<file path="config.mk">
export PLATFORM = sky130hd
export DESIGN_NAME = mandelbrot_escape_time_top
export DESIGN_NICKNAME = d
export VERILOG_FILES = /design/src/rtl/core/mbrot_pkg.sv /design/src/rtl/core/mandelbrot_escape_time_top.sv
export SDC_FILE = /design/constraint.sdc
export NUM_CORES = 2
export LEC_CHECK = 0
export BUFFER_PORTS_ARGS = -buffer_cell sky130_fd_sc_hd__buf_2
export CAP_MARGIN = 10
export CORE_MARGIN = 8
export CORE_UTILIZATION = 55
export CTS_BUF_LIST = sky130_fd_sc_hd__clkbuf_2
export DETAILED_ROUTE_END_ITERATION = 12
export GPL_TIMING_DRIVEN = 0
export PLACE_DENSITY = 0.67
export SLEW_MARGIN = 20
export SYNTH_ARGS = -nofsm -noshare
export SYNTH_HDL_FRONTEND = slang
export SYNTH_SLANG_ARGS = --single-unit
</file>
<file path="constraint.sdc">
create_clock -name clk_i -period 16.2 [get_ports clk_i]
set_clock_uncertainty 0.2 [all_clocks]
set_input_delay 0.81 -clock clk_i [delete_from_list [all_inputs] [get_ports clk_i]]
set_output_delay 0.81 -clock clk_i [all_outputs]
set_load 0.01 [all_outputs]
</file>
<file path="src/rtl/core/mbrot_pkg.sv">
// ----------------------------------------------------------------------------
// mbrot_pkg
// Types, constants and helper functions for the escape-time pixel unit.
// ----------------------------------------------------------------------------
package mbrot_pkg;

  // geometry and fixed-point format
  localparam int COORD_BITS = 12;
  localparam int FRAC_BITS  = 26;
  localparam int DATA_W     = 32;
  localparam int STEP_W     = 31;
  localparam int CNT_W      = 8;
  localparam int COLOR_W    = 32;
  localparam int CFG_IDX_W  = 3;

  // shared multiplier: 33x33 signed covers both 32-bit signed and 31-bit unsigned operands
  localparam int MUL_W  = DATA_W + 1;
  localparam int PROD_W = 2 * MUL_W;
  // floored product after dropping the fraction bits
  localparam int SQ_W   = PROD_W - FRAC_BITS;
  // squared magnitude and threshold compare width
  localparam int ACC_W  = SQ_W + 2;
  // wide intermediate for sums before saturation
  localparam int WIDE_W = 64;

  // configuration register indexes
  typedef enum logic [CFG_IDX_W-1:0] {
    CFG_LEFT_X    = 3'd0,
    CFG_TOP_Y     = 3'd1,
    CFG_STEP_X    = 3'd2,
    CFG_STEP_Y    = 3'd3,
    CFG_THRESHOLD = 3'd4,
    CFG_MAX_ITER  = 3'd5
  } mbrot_cfg_e;

  // sequencer states
  typedef enum logic [2:0] {
    ST_IDLE,
    ST_MUL_CX,
    ST_MUL_CY,
    ST_LOAD,
    ST_SQ_X,
    ST_SQ_Y,
    ST_MUL_XY,
    ST_UPDATE
  } mbrot_state_e;

  // multiplier operand selection
  typedef enum logic [2:0] {
    MSEL_CX,
    MSEL_CY,
    MSEL_XX,
    MSEL_YY,
    MSEL_XY
  } mbrot_msel_e;

  // input beat
  typedef struct packed {
    logic [COORD_BITS-1:0] column;
    logic [COORD_BITS-1:0] row;
  } mbrot_in_t;

  // result beat
  typedef struct packed {
    logic [CNT_W-1:0]   count;
    logic [COLOR_W-1:0] color;
  } mbrot_out_t;

  // saturate a wide signed value to 32 bits
  function automatic logic signed [DATA_W-1:0] sat32(input logic signed [WIDE_W-1:0] v);
    logic signed [WIDE_W-1:0] hi;
    logic signed [WIDE_W-1:0] lo;
    hi = WIDE_W'(32'sh7FFF_FFFF);
    lo = -WIDE_W'(32'sh7FFF_FFFF) - WIDE_W'(1);
    if (v > hi) begin
      return DATA_W'(hi);
    end else if (v < lo) begin
      return DATA_W'(lo);
    end
    return DATA_W'(v);
  endfunction

  // v mod 255 for v below 4096: fold the high nibble back in, then fix 255
  function automatic logic [7:0] mod255(input logic [11:0] v);
    logic [8:0] s;
    logic [7:0] s2;
    s  = 9'(v[7:0]) + 9'(v[11:8]);
    s2 = s[7:0] + 8'(s[8]);
    if (s2 == 8'hFF) begin
      return 8'h00;
    end
    return s2;
  endfunction

  // ARGB palette from the step count
  function automatic logic [COLOR_W-1:0] palette(input logic [CNT_W-1:0] cnt);
    logic [11:0] c12;
    logic [7:0]  r;
    logic [7:0]  g;
    logic [7:0]  b;
    c12 = 12'(cnt);
    r   = mod255(c12);
    g   = mod255(12'(c12 * 12'd7));
    b   = mod255(12'(c12 * 12'd13));
    return {8'hFF, r, g, b};
  endfunction

endpackage

</file>
<file path="src/rtl/core/mandelbrot_escape_time_top.sv">
// ----------------------------------------------------------------------------
// mandelbrot_escape_time_top
// Escape-time pixel unit: maps column/row to c, iterates z = z^2 + c on one
// shared 33x33 multiplier and returns the step count with its ARGB colour.
// ----------------------------------------------------------------------------
//  channel  | signals                                   | handshake
//  ---------+-------------------------------------------+--------------------
//  input    | start, busy, item_i                       | start && !busy
//  result   | done_o, result_o                          | done_o, one cycle
//  config   | cfg_valid_i, cfg_ready_o, cfg_index_i,    | valid && ready
//           | cfg_data_i                                |
//
//  the result beat comes from ST_LOAD when the step limit is zero, else from
//  ST_UPDATE of the last step; each step runs ST_SQ_X, ST_SQ_Y, ST_MUL_XY
//  and ST_UPDATE; every multiply goes through the one multiplier, three per
//  step; busy is low again the cycle after the result beat
//  reset clears the sequencer and loads the default window; no clearing pass
//  the result cannot be held off, so the unit never stalls on its output
// ----------------------------------------------------------------------------
module mandelbrot_escape_time_top (
  input  logic                            clk_i,
  input  logic                            rst_ni,
  // pixel channel
  input  logic                            start,
  output logic                            busy,
  input  mbrot_pkg::mbrot_in_t            item_i,
  // result channel
  output logic                            done_o,
  output mbrot_pkg::mbrot_out_t           result_o,
  // configuration channel
  input  logic                            cfg_valid_i,
  output logic                            cfg_ready_o,
  input  logic [mbrot_pkg::CFG_IDX_W-1:0] cfg_index_i,
  input  logic [mbrot_pkg::DATA_W-1:0]    cfg_data_i
);
  import mbrot_pkg::*;

  // configuration registers
  logic signed [DATA_W-1:0] left_x_q;
  logic signed [DATA_W-1:0] top_y_q;
  logic [STEP_W-1:0]        step_x_q;
  logic [STEP_W-1:0]        step_y_q;
  logic [STEP_W-1:0]        thresh_q;
  logic [CNT_W-1:0]         max_iter_q;

  // sequencer
  mbrot_state_e state_q, state_d;
  mbrot_msel_e  msel;

  // datapath
  logic [COORD_BITS-1:0]    col_q, row_q;
  logic [CNT_W-1:0]         limit_q;
  logic [CNT_W-1:0]         count_q;
  logic signed [DATA_W-1:0] cx_q, cy_q, x_q, y_q;
  logic signed [SQ_W-1:0]   x2_q, y2_q;
  logic signed [PROD_W-1:0] prod_q;
  logic signed [MUL_W-1:0]  mul_a, mul_b;
  logic signed [PROD_W-1:0] mul_p;
  logic signed [SQ_W-1:0]   prod_fl;
  logic signed [ACC_W-1:0]  mag;
  logic                     escaped;
  logic signed [DATA_W-1:0] cx_new, cy_new, x_new, y_new;
  logic                     last_step;

  assign cfg_ready_o = 1'b1;

  // configuration writes
  always_ff @(posedge clk_i or negedge rst_ni) begin
    if (!rst_ni) begin
      left_x_q   <= -32'sd157705830;
      top_y_q    <= -32'sd117440512;
      step_x_q   <= 31'd293601;
      step_y_q   <= 31'd391468;
      thresh_q   <= 31'd671088640;
      max_iter_q <= 8'd255;
    end else if (cfg_valid_i && cfg_ready_o) begin
      unique case (cfg_index_i)
        CFG_LEFT_X:    left_x_q   <= cfg_data_i;
        CFG_TOP_Y:     top_y_q    <= cfg_data_i;
        CFG_STEP_X:    step_x_q   <= cfg_data_i[STEP_W-1:0];
        CFG_STEP_Y:    step_y_q   <= cfg_data_i[STEP_W-1:0];
        CFG_THRESHOLD: thresh_q   <= cfg_data_i[STEP_W-1:0];
        CFG_MAX_ITER:  max_iter_q <= cfg_data_i[CNT_W-1:0];
        default: ;
      endcase
    end
  end

  // shared multiplier operand selection
  always_comb begin
    mul_a = '0;
    mul_b = '0;
    case (msel)
      MSEL_CX: begin
        mul_a = $signed(MUL_W'(col_q));
        mul_b = $signed(MUL_W'(step_x_q));
      end
      MSEL_CY: begin
        mul_a = $signed(MUL_W'(row_q));
        mul_b = $signed(MUL_W'(step_y_q));
      end
      MSEL_XX: begin
        mul_a = MUL_W'(x_q);
        mul_b = MUL_W'(x_q);
      end
      MSEL_YY: begin
        mul_a = MUL_W'(y_q);
        mul_b = MUL_W'(y_q);
      end
      MSEL_XY: begin
        mul_a = MUL_W'(x_q);
        mul_b = MUL_W'(y_q);
      end
      default: ;
    endcase
  end

  assign mul_p = mul_a * mul_b;

  // floored product and step arithmetic
  assign prod_fl = SQ_W'(prod_q >>> FRAC_BITS);
  assign mag     = ACC_W'(x2_q) + ACC_W'(y2_q);
  assign escaped = mag > $signed(ACC_W'(thresh_q));
  assign cx_new  = sat32(WIDE_W'(left_x_q) + $signed(prod_q[WIDE_W-1:0]));
  assign cy_new  = sat32(WIDE_W'(top_y_q) + $signed(prod_q[WIDE_W-1:0]));
  assign x_new   = sat32(WIDE_W'(x2_q) - WIDE_W'(y2_q) + WIDE_W'(cx_q));
  assign y_new   = sat32((WIDE_W'(prod_fl) <<< 1) + WIDE_W'(cy_q));
  assign last_step = (count_q + CNT_W'(1)) == limit_q;

  // next state
  always_comb begin
    state_d = state_q;
    unique case (state_q)
      ST_IDLE:   if (start) state_d = ST_MUL_CX;
      ST_MUL_CX: state_d = ST_MUL_CY;
      ST_MUL_CY: state_d = ST_LOAD;
      ST_LOAD:   state_d = (limit_q == '0) ? ST_IDLE : ST_SQ_X;
      ST_SQ_X:   state_d = ST_SQ_Y;
      ST_SQ_Y:   state_d = ST_MUL_XY;
      ST_MUL_XY: state_d = ST_UPDATE;
      ST_UPDATE: state_d = (escaped || last_step) ? ST_IDLE : ST_SQ_X;
      default:   state_d = ST_IDLE;
    endcase
  end

  // sequencer outputs
  always_comb begin
    busy   = 1'b1;
    done_o = 1'b0;
    msel   = MSEL_XX;
    unique case (state_q)
      ST_IDLE:   busy   = 1'b0;
      ST_MUL_CX: msel   = MSEL_CX;
      ST_MUL_CY: msel   = MSEL_CY;
      ST_LOAD:   done_o = (limit_q == '0);
      ST_SQ_X:   msel   = MSEL_XX;
      ST_SQ_Y:   msel   = MSEL_YY;
      ST_MUL_XY: msel   = MSEL_XY;
      ST_UPDATE: done_o = escaped || last_step;
      default:   busy   = 1'b1;
    endcase
  end

  // state register
  always_ff @(posedge clk_i or negedge rst_ni) begin
    if (!rst_ni) begin
      state_q <= ST_IDLE;
    end else begin
      state_q <= state_d;
    end
  end

  // datapath registers
  always_ff @(posedge clk_i) begin
    prod_q <= mul_p;
    case (state_q)
      ST_IDLE: begin
        col_q   <= item_i.column;
        row_q   <= item_i.row;
        limit_q <= max_iter_q;
        count_q <= '0;
      end
      ST_MUL_CY: cx_q <= cx_new;
      ST_LOAD: begin
        cy_q <= cy_new;
        x_q  <= cx_q;
        y_q  <= cy_new;
      end
      ST_SQ_Y:   x2_q <= prod_fl;
      ST_MUL_XY: y2_q <= prod_fl;
      ST_UPDATE: begin
        if (!escaped) begin
          count_q <= count_q + CNT_W'(1);
          x_q     <= x_new;
          y_q     <= y_new;
        end
      end
      default: ;
    endcase
  end

  // result beat: count as it stands after the last step
  always_comb begin
    result_o.count = (state_q == ST_UPDATE && !escaped) ? count_q + CNT_W'(1) : count_q;
    result_o.color = palette(result_o.count);
  end

`ifndef SYNTHESIS
  // an accepted beat starts the sequencer
  a_start_busy: assert property (@(posedge clk_i) disable iff (!rst_ni)
    (start && !busy) |=> busy)
    else $error("accepted beat did not start the sequencer");

  // a result frees the unit on the next cycle
  a_done_idle: assert property (@(posedge clk_i) disable iff (!rst_ni)
    done_o |=> !busy)
    else $error("unit still busy after result beat");

  // the count never passes the latched step limit
  a_count_limit: assert property (@(posedge clk_i) disable iff (!rst_ni)
    done_o |-> (result_o.count <= limit_q))
    else $error("count beyond step limit");

  // floored squares are never negative at the compare
  a_sq_nonneg: assert property (@(posedge clk_i) disable iff (!rst_ni)
    (state_q == ST_UPDATE) |-> (!x2_q[SQ_W-1] && !y2_q[SQ_W-1]))
    else $error("negative square at the escape compare");
`endif

endmodule

</file>
==> results.json <==
{
  "synth_top_cell_by_area": "sky130_fd_sc_hd__fa_1",
  "initial_utilization_pct": 55.2,
  "slowest_stage": "sky130_fd_sc_hd__clkbuf_1",
  "drt_pass1_iterations": 6,
  "sequential_to_total_area_share_from_yosys_stat_pct": 18.0,
  "synth_warnings": 0,
  "num-nets-final": 9940,
  "most_frequent_cell_after_synthesis": "sky130_fd_sc_hd__inv_1",
  "antenna_found_initial": 34,
  "post-route-drc-count": 0,
  "crit_path_end_kind": "flop",
  "critical_path.top_delay_family": "compound AO/OA/AOI/OAI gates",
  "placement.io_buffers": 95,
  "unrepaired_setup_endpoints_after_global_routing": "false",
  "cp_common_cell": "sky130_fd_sc_hd__fa_1",
  "max_cap_viol_count": 0,
  "cp_num_buf_inv": 10,
  "timing.critical_path.fanout_max": 10,
  "routed-via-count": 60500,
  "global_route_wire_length_before_repair_mm": 378,
  "clkLatencyLatePin_ns": 1.36,
  "synth-edff-count": 248,
  "synth.area.top_cells": "sky130_fd_sc_hd__fa_1 33%, sky130_fd_sc_hd__edfxtp_1 10%, sky130_fd_sc_hd__ha_1 9.2%",
  "number_of_global_route_vias_before_repair": 60400,
  "netlist_instances": 7781,
  "final.period_utilization_pct": 92.5,
  "dp_hpwl_mm": 210,
  "post_synth_instance_area_mm2": 0.0723,
  "floorplan.core_area_mm2": 0.131,
  "clock_tree.root_cell": "sky130_fd_sc_hd__clkbuf_2",
  "arrival_ns": 15.98,
  "tightest_slew_ns": 1.29,
  "cts.htree.levels": 3,
  "die_w_um": 379,
  "ys.flop_type": "sky130_fd_sc_hd__edfxtp_1",
  "maxClockFrequency_mhz": 66.7,
  "detail_route.vias_per_cell": 6.01,
  "totalWireLength_mm": 254,
  "ctsLongestPathBuffers": 3,
  "grt_usage_pct": 35.5,
  "hold_violations": 0,
  "final_max_slew_viol_count": 0,
  "place_congestion": 1.03,
  "wire_per_inst_um": 25.2,
  "synth_common_cells": "1304 x sky130_fd_sc_hd__inv_1, 1176 x sky130_fd_sc_hd__fa_1, 1086 x sky130_fd_sc_hd__nand2_1, 534 x sky130_fd_sc_hd__ha_1, 463 x sky130_fd_sc_hd__nor2_1",
  "design.die.area_mm2": 0.143,
  "flow.area_growth_from_synthesis_pct": 8.31,
  "tritoncts": "done",
  "postSynthRegisterBits": 482,
  "synthDominantCellAreaShare_pct": 32.6,
  "setup_viol": 0,
  "drtIter0Drc": 6565,
  "status": "finished, final reports clean",
  "synth_cell_type_count": 98,
  "cts-buffers-inserted": 116,
  "drt.antenna.violating_nets": 0,
  "period_minus_slack_ns": 14.98,
  "numClockSinks": 482,
  "synthArstFlopShare_pct": 34.9,
  "grt_max_degree": 97,
  "syn_avg_cell_area_um2": 9.29,
  "timing.critical_path.slowest_cell_delay_ns": 1.00,
  "grt-ovfl-total": 0,
  "pin_count": 106,
  "min_path_type": "in -> reg",
  "critical_path.startpoint_type": "flop",
  "slew_headroom_pct": 14.3,
  "critPathRequiredTime_ns": 17.20,
  "regToRegSetupSlack_ns": 1.22,
  "die_h_um": 379,
  "tns_ns": 0,
  "placementRows": 133,
  "worst_setup_hold_path_clk_slew_ns": 0.13,
  "cts.repair_timing.setup_buffer_count": 0,
  "n_fill_cell": 11700,
  "path_class": "reg -> reg",
  "final_layout_size_suffix_gt1_share_pct": 7.90
}
## worst register-to-register path: cells and delay by family, from the launching register on
family / cells / cell delay [ns]
buf+inv: 10 / 3.80
flops: 1 / 0.35
fa+ha+maj: 9 / 4.18
simple gates: 7 / 1.62
xor+xnor: 1 / 0.26
compound gates: 10 / 4.50
## metrics by stage
step                std cells  setup WS [ns]  cell area, um^2  hold slack [ns]  utilization (%)
global route            10000          0.384            78200           0.0723             59.7
CTS                     10000           1.47            78200           0.0212             59.7
detailed placement       9689           1.52            75900            0.294             57.9
global placement         9639          0.724            75000            0.288             57.3
finish                  10100           1.22            78300            0.150             59.8
floorplan                7789           5.14            72300            0.230                -
## layout make-up
class,instances,area [um^2],share of cell area (%)
multi-input cells,5666,53400,68.1
flip-flops and latches,482,13000,16.7
inverters,1305,4900,6.26
repair buffers,260,2210,2.83
well taps,1755,2200,2.80
plain buffers,336,1350,1.72
clock buffers,186,931,1.19
clock inverters,34,225,0.288
diodes,36,90.1,0.115
## metal layers
metal	GRT usage [%]	part of all wire [%]	wire length (um)	up-vias
li1	-	-	-	26100
met1	47.3	39	98300	30000
met2	52.8	43	108000	3610
met3	10.8	12	31500	790
met4	17.3	6.1	15500	6
met5	0	0.018	46	-
## state kept, by name, summed over array words and instances (netlist names)
signal,flops
col_q,12
prod_q,66
step_y_q,31
y_q,32
count_q,8
left_x_q,32
x_q,32
cx_q,32
thresh_q,31
top_y_q,32
y2_q,40
max_iter_q,8
row_q,12
cy_q,32
state_q,3
step_x_q,31
x2_q,40
limit_q,8
## layout by cell type (no fill, tap or decap), types with 68 or more instances in the layout
cell and n:
sky130_fd_sc_hd__a22oi_1 114, sky130_fd_sc_hd__dfrtp_1 113, sky130_fd_sc_hd__o21ai_0 206, sky130_fd_sc_hd__dlygate4sd3_1 114, sky130_fd_sc_hd__clkbuf_1 293, sky130_fd_sc_hd__fa_1 1174
sky130_fd_sc_hd__a21oi_1 366, sky130_fd_sc_hd__inv_1 1304, sky130_fd_sc_hd__edfxtp_1 248, sky130_fd_sc_hd__ha_1 534, sky130_fd_sc_hd__xnor2_1 209, sky130_fd_sc_hd__nor2_1 461
sky130_fd_sc_hd__xor2_1 131, sky130_fd_sc_hd__nor3_1 68, sky130_fd_sc_hd__nand3_1 87, sky130_fd_sc_hd__clkbuf_2 191, sky130_fd_sc_hd__nand2_1 1086, sky130_fd_sc_hd__a21o_1 198
sky130_fd_sc_hd__mux2_2 135, sky130_fd_sc_hd__and2_1 75, sky130_fd_sc_hd__buf_2 102
## worst paths after layout
check / start / endpoint / cells past startpoint
worst min register to register: step_y_q[17] / step_y_q[17] / 1
worst min-delay path: cfg_data_i[15] / step_x_q[15] / 3
min in group asynchronous: rst_ni / thresh_q[24] / 3
worst max-delay path: state_q[0] / prod_q[65] / 37
worst max register to register: state_q[0] / prod_q[65] / 37
max in group asynchronous: rst_ni / max_iter_q[1] / 5
## logic make-up after synthesis
logic type      Yosys count  share of synthesized area [%]
other cells               1                        0.00519
xor+xnor                341                           4.13
buf+inv                1641                           8.63
flops                   482                           18.0
fa+ha+maj              1710                           41.8
mux                     144                           2.23
simple gates           2104                           12.8
compound gates         1358                           12.4
## timing repair
item | CTS | global route
resized for setup | 0 | 0
hold buffers | 114 | 0
hold endpoints to repair | 341 | 0
Power is left out: the tool's default activity adds up to more than one toggle a clock period on the data nets, which glitch-free logic cannot reach.
